$ cat src/hw/rtl/gabk_pkg.sv
// shared types, constants and fixed-point helpers of the gabor kernel generator
`default_nettype none

package gabk_pkg;

  // scale and output format
  localparam int MAX_SCALE  = 4;
  localparam int FRAC_BITS  = 15;
  localparam int SHIFT_BASE = 60 - FRAC_BITS;

  // pipeline geometry
  localparam int GAUSS_CELLS = 10;
  localparam int SIN_CELLS   = 6;
  localparam int COS_CELLS   = 7;
  localparam int PIPE_DEPTH  = 20;

  // configuration register indexes (paddr bit 2)
  localparam logic REG_ORIENTATION = 1'b0;
  localparam logic REG_SCALE       = 1'b1;

  // q30 constants
  localparam logic [31:0] Q_ONE      = 32'h4000_0000;
  localparam logic [31:0] Q_HALF     = 32'h2000_0000;
  localparam logic [31:0] PI8_Q30    = 32'd421657428;
  localparam logic [31:0] HALFPI_Q30 = 32'd1686629713;
  localparam logic signed [33:0] EXPNPI_Q30 = 34'sd46400589;

  // reciprocals for exact floor division of 32-bit values: ceil(2^40 / k)
  localparam logic [63:0] RECIP_ONE = 64'd1 << 40;
  localparam logic [39:0] SIN_RECIP [SIN_CELLS] = '{
    40'((RECIP_ONE + 64'd155) / 64'd156), 40'((RECIP_ONE + 64'd109) / 64'd110),
    40'((RECIP_ONE + 64'd71) / 64'd72),   40'((RECIP_ONE + 64'd41) / 64'd42),
    40'((RECIP_ONE + 64'd19) / 64'd20),   40'((RECIP_ONE + 64'd5) / 64'd6)};
  localparam logic [39:0] COS_RECIP [COS_CELLS] = '{
    40'((RECIP_ONE + 64'd181) / 64'd182), 40'((RECIP_ONE + 64'd131) / 64'd132),
    40'((RECIP_ONE + 64'd89) / 64'd90),   40'((RECIP_ONE + 64'd55) / 64'd56),
    40'((RECIP_ONE + 64'd29) / 64'd30),   40'((RECIP_ONE + 64'd11) / 64'd12),
    40'((RECIP_ONE + 64'd1) / 64'd2)};

  // transaction payloads
  typedef struct packed {
    logic [5:0] row;
    logic [5:0] column;
  } gabk_item_t;

  typedef struct packed {
    logic signed [15:0] real_coef;
    logic signed [15:0] imag_coef;
    logic [5:0]         mask_size;
    logic               outside_mask;
  } gabk_result_t;

  // rounded q30 product
  function automatic logic [33:0] qmul32(input logic [31:0] a, input logic [31:0] b);
    logic [63:0] p;
    p = 64'(a) * 64'(b);
    return 34'((p + 64'(Q_HALF)) >> 30);
  endfunction

  // mask width per scale
  function automatic logic [5:0] width_of(input logic [2:0] nu);
    case (nu)
      3'd0:    return 6'd11;
      3'd1:    return 6'd15;
      3'd2:    return 6'd21;
      3'd3:    return 6'd29;
      default: return 6'd39;
    endcase
  endfunction

  // mask centre per scale
  function automatic logic [4:0] center_of(input logic [2:0] nu);
    case (nu)
      3'd0:    return 5'd5;
      3'd1:    return 5'd7;
      3'd2:    return 5'd10;
      3'd3:    return 5'd14;
      default: return 5'd19;
    endcase
  endfunction

  // exp(-(pi/16)/2^nu) in q30
  function automatic logic [31:0] gauss_of(input logic [2:0] nu);
    case (nu)
      3'd0:    return 32'd882320455;
      3'd1:    return 32'd973336724;
      3'd2:    return 32'd1022307365;
      3'd3:    return 32'd1047709013;
      default: return 32'd1060645552;
    endcase
  endfunction

  // 2^(-nu/2) in q28
  function automatic logic [28:0] root_of(input logic [2:0] nu);
    case (nu)
      3'd0:    return 29'd268435456;
      3'd1:    return 29'd189812531;
      3'd2:    return 29'd134217728;
      3'd3:    return 29'd94906266;
      default: return 29'd67108864;
    endcase
  endfunction

  // cos(pi*mu/8) in q30
  function automatic logic signed [31:0] cos_of(input logic [2:0] mu);
    case (mu)
      3'd0:    return 32'sd1073741824;
      3'd1:    return 32'sd992008095;
      3'd2:    return 32'sd759250125;
      3'd3:    return 32'sd410903203;
      3'd4:    return 32'sd0;
      3'd5:    return -32'sd410903203;
      3'd6:    return -32'sd759250125;
      default: return -32'sd992008095;
    endcase
  endfunction

  // sin(pi*mu/8) in q30
  function automatic logic signed [31:0] sin_of(input logic [2:0] mu);
    case (mu)
      3'd0:    return 32'sd0;
      3'd1:    return 32'sd410903203;
      3'd2:    return 32'sd759250125;
      3'd3:    return 32'sd992008095;
      3'd4:    return 32'sd1073741824;
      3'd5:    return 32'sd992008095;
      3'd6:    return 32'sd759250125;
      default: return 32'sd410903203;
    endcase
  endfunction

endpackage

`default_nettype wire

$ cat src/hw/rtl/gabk_gauss_cell.sv
// one square-and-multiply cell of the gaussian power chain
`default_nettype none

module gabk_gauss_cell (
  input  logic        clk,
  input  logic        en,
  input  logic [9:0]  r2_in,
  input  logic [31:0] acc_in,
  input  logic [31:0] base_in,
  output logic [9:0]  r2_out,
  output logic [31:0] acc_out,
  output logic [31:0] base_out
);
  import gabk_pkg::*;

  logic [33:0] acc_prod;
  logic [33:0] base_prod;

  // multiply in the base for the lowest exponent bit, square the base
  assign acc_prod  = qmul32(acc_in, base_in);
  assign base_prod = qmul32(base_in, base_in);

  always_ff @(posedge clk) begin
    if (en) begin
      r2_out   <= r2_in >> 1;
      acc_out  <= r2_in[0] ? acc_prod[31:0] : acc_in;
      base_out <= base_prod[31:0];
    end
  end

endmodule

`default_nettype wire

$ cat config.mk
export PLATFORM = sky130hd
export DESIGN_NAME = gabk_gauss_cell
export DESIGN_NICKNAME = d
export VERILOG_FILES = /design/src/hw/rtl/gabk_pkg.sv /design/src/hw/rtl/gabk_gauss_cell.sv
export SDC_FILE = /design/constraint.sdc
export NUM_CORES = 2
export LEC_CHECK = 0
export ABC_AREA = 1
export ABC_CLOCK_PERIOD_IN_PS = 8550
export BUFFER_PORTS_ARGS = -buffer_cell sky130_fd_sc_hd__buf_2
export CAP_MARGIN = 5
export CELL_PAD_IN_SITES_DETAIL_PLACEMENT = 2
export CELL_PAD_IN_SITES_GLOBAL_PLACEMENT = 2
export CORE_UTILIZATION = 41
export CTS_CLUSTER_DIAMETER = 80
export DETAILED_ROUTE_END_ITERATION = 6
export PLACE_DENSITY = 0.89
export SETUP_SLACK_MARGIN = 0.4
export SLEW_MARGIN = 25
export SYNTH_ARGS = -nofsm -noshare
export SYNTH_HDL_FRONTEND = slang
export SYNTH_SLANG_ARGS = --single-unit
export TNS_END_PERCENT = 20
$ cat constraint.sdc
create_clock -name clk -period 8.55 [get_ports clk]
set_input_delay 0.4275 -clock clk [delete_from_list [all_inputs] [get_ports clk]]
set_output_delay 0.4275 -clock clk [all_outputs]
set_load 0.01 [all_outputs]
==> out/results.ini <==
[grt]
antenna_found_initial=51
grt.overflow.total=0
grt_pass1_vias=73985
grt_pass1_wl_um=514000
grt_max_degree=53
grtUsageTotal_pct=43.29

[detailed_routing]
first_pass_iters=6
drc_errors=0
routed_via_density=6.234
drt_iter0_markers=8371
routed_wl_um=437300
wl_per_cell_um=40.66
dr_total_vias=67053
drtAntennaViolNets=0

[run]
maxCapViolCount=0

[yosys]
synth-seq-cells=73
synth_area_um2=67700
yosysTopAreaCell=fa_1
synthFlopType=edfxtp_1
seq_area_frac_synth_pct=3.238
synthTopCellsByArea=fa_1 50%, inv_1 16%, nand2_1 11%
yosysUniqueCellTypes=42
ys_async_sr_fraction_pct=0
syn_avg_cell_area_um2=7.894
syn-instance-count=8576
yosys_warnings=0
synth_fp_nets=10894
synth_edf_count=73
synth_top_area_share_pct=50.30

[sta]
finalCritPeriodShare_pct=132.3
tightestPinTransition_ps=1041
fin_ws_ps=-2760
slew_viol_final=0
rsz0062_at_grt=yes
setup_viol=62
finalHoldViolations=0
relSlewSlack_pct=30.63
fmax_ghz=0.08842
layout_min_cycle_time_ps=11310

[floorplan]
dieArea_um2=166700
die_w_um=408.3
ios=150
fp.dieH_um=408.3
rows=148
start_util_pct=41.45
core-area_um2=163300

[worst_setup_path]
worst-path-buf-inv=7
crit_arrival_ps=11550
cp_common_cell=fa_1
crit_family=adder cells
crit_path_start_kind=input port
crit_slowest_cell=fa_1
cp-end-kind=flop
cp_num_cells=26
cp_max_fo=23
critical_path_class=in -> reg
required_ps=8790
cpPeakStageDelay_ps=1230

[clocking]
numCtsBuffers=9
clk_pin_slew_ps=80
cts.sinks=73
ctsRootBufferMaster=clkbuf_16
cts_tree=built
cts_max_level=3
clockBufferDepth=2

[place]
dp_slack_ps=-496.2
io_buffers=148
place.gp.congestion=0.9184
dp_hpwl_um=279900

[final_layout]
nets=10857
final_common_cell=inv_1
layout-drive-gt1-share_pct=6.098
layout_common_cells=2934 x inv_1, 2040 x nand2_1, 1656 x fa_1
area_growth_syn_to_layout_pct=7.971
post-route-util_pct=44.75

[min_path]
hold_start=r2_in[7]
min_to=r2_out[6]
whs_path_depth=1
hp-class=in -> reg

[outcome]
violations=setup timing
status=finished with violations

-- per-stage QoR --
stage	setup TNS [ps]	area (um^2)	hold slack, ps	instances
after global placement	0	71100	604.5	10666
after detailed placement	-4725	71100	607.2	10666
final	-102350	73090	107.0	10756
after global routing	-95950	73030	126.8	10730
after floorplan	0	67700	526.4	8576
after CTS	0	71480	162.0	10682
-- sequential cells by signal (all words and copies together) (netlist names) --
signal and cells:
acc_out 32, base_out 32, r2_out 9
-- what timing repair did --
item	CTS	global route
endpoints found under the setup margin	31	63
gates cloned	0	9
pin swaps	0	64
resized for setup	21	327
hold buffers	0	0
endpoints found under the hold margin	0	0
setup buffers	0	28
-- Yosys cell counts, drive strengths merged, types with 2 or more instances --
cell type,n
inv,2972
nand2,2074
fa,1701
ha,541
clkbuf,282
nor2,272
a21oi,160
nand3,126
o21ai,106
buf,77
edfxtp,73
nor3,28
o21bai,26
xor2,26
xnor2,18
a21o,15
nand4,15
a31oi,12
a21boi,11
nor4,10
nand3b,9
o21a,6
or2,6
and2,2
and3,2
-- worst max path at each step --
| stage | endpoint | slack, ps | startpoint |
|---|---|---|---|
| finish | acc_out[21] | -2760 | base_in[5] |
| global route | acc_out[22] | -2530 | base_in[5] |
| CTS | base_out[19] | 360 | base_in[26] |
| detailed placement | acc_out[29] | -500 | base_in[15] |
| global placement | acc_out[2] | 380 | base_in[4] |
| floorplan | base_out[19] | 1700 | base_in[11] |
-- per-layer routing --
| metal | global-route usage (%) | part of all wire, % | vias to the layer above |
|---|---|---|---|
| met5 | 2.098 | 0.23 | - |
| met4 | 35.48 | 12 | 48 |
| met3 | 17.58 | 14 | 3091 |
| met2 | 68.73 | 43 | 6124 |
| met1 | 44.83 | 31 | 34151 |
| li1 | - | - | 23639 |
-- cells by family (layout without fill, tap and decap cells) --
group	Yosys count	after routing	synth area share (%)
AND/OR/NAND/NOR	2545	2545	14.61
XOR/XNOR	44	44	0.5693
flip-flops	73	73	3.238
adder cells (fa/ha/maj)	2242	2242	60.30
buffers and inverters	3331	3299	18.49
AO/OA/AOI/OAI	340	340	2.783
other	1	38	0.005539
-- area by class of cell --
| type | instances | area, um^2 |
|---|---|---|
| Tap cell | 2175 | 2721 |
| Antenna cell | 37 | 92.59 |
| Clock inverter | 7 | 102.6 |
| Multi-Input combinational cell | 5172 | 53640 |
| Clock buffer | 9 | 225.2 |
| Timing Repair Buffer | 311 | 2903 |
| Inverter | 2972 | 11220 |
| Sequential cell | 73 | 2192 |
| Fill cell | 18431 | 90230 |
Power is not shown: default switching activity piles up to over one toggle a cycle in this logic, so the estimate is an artifact.
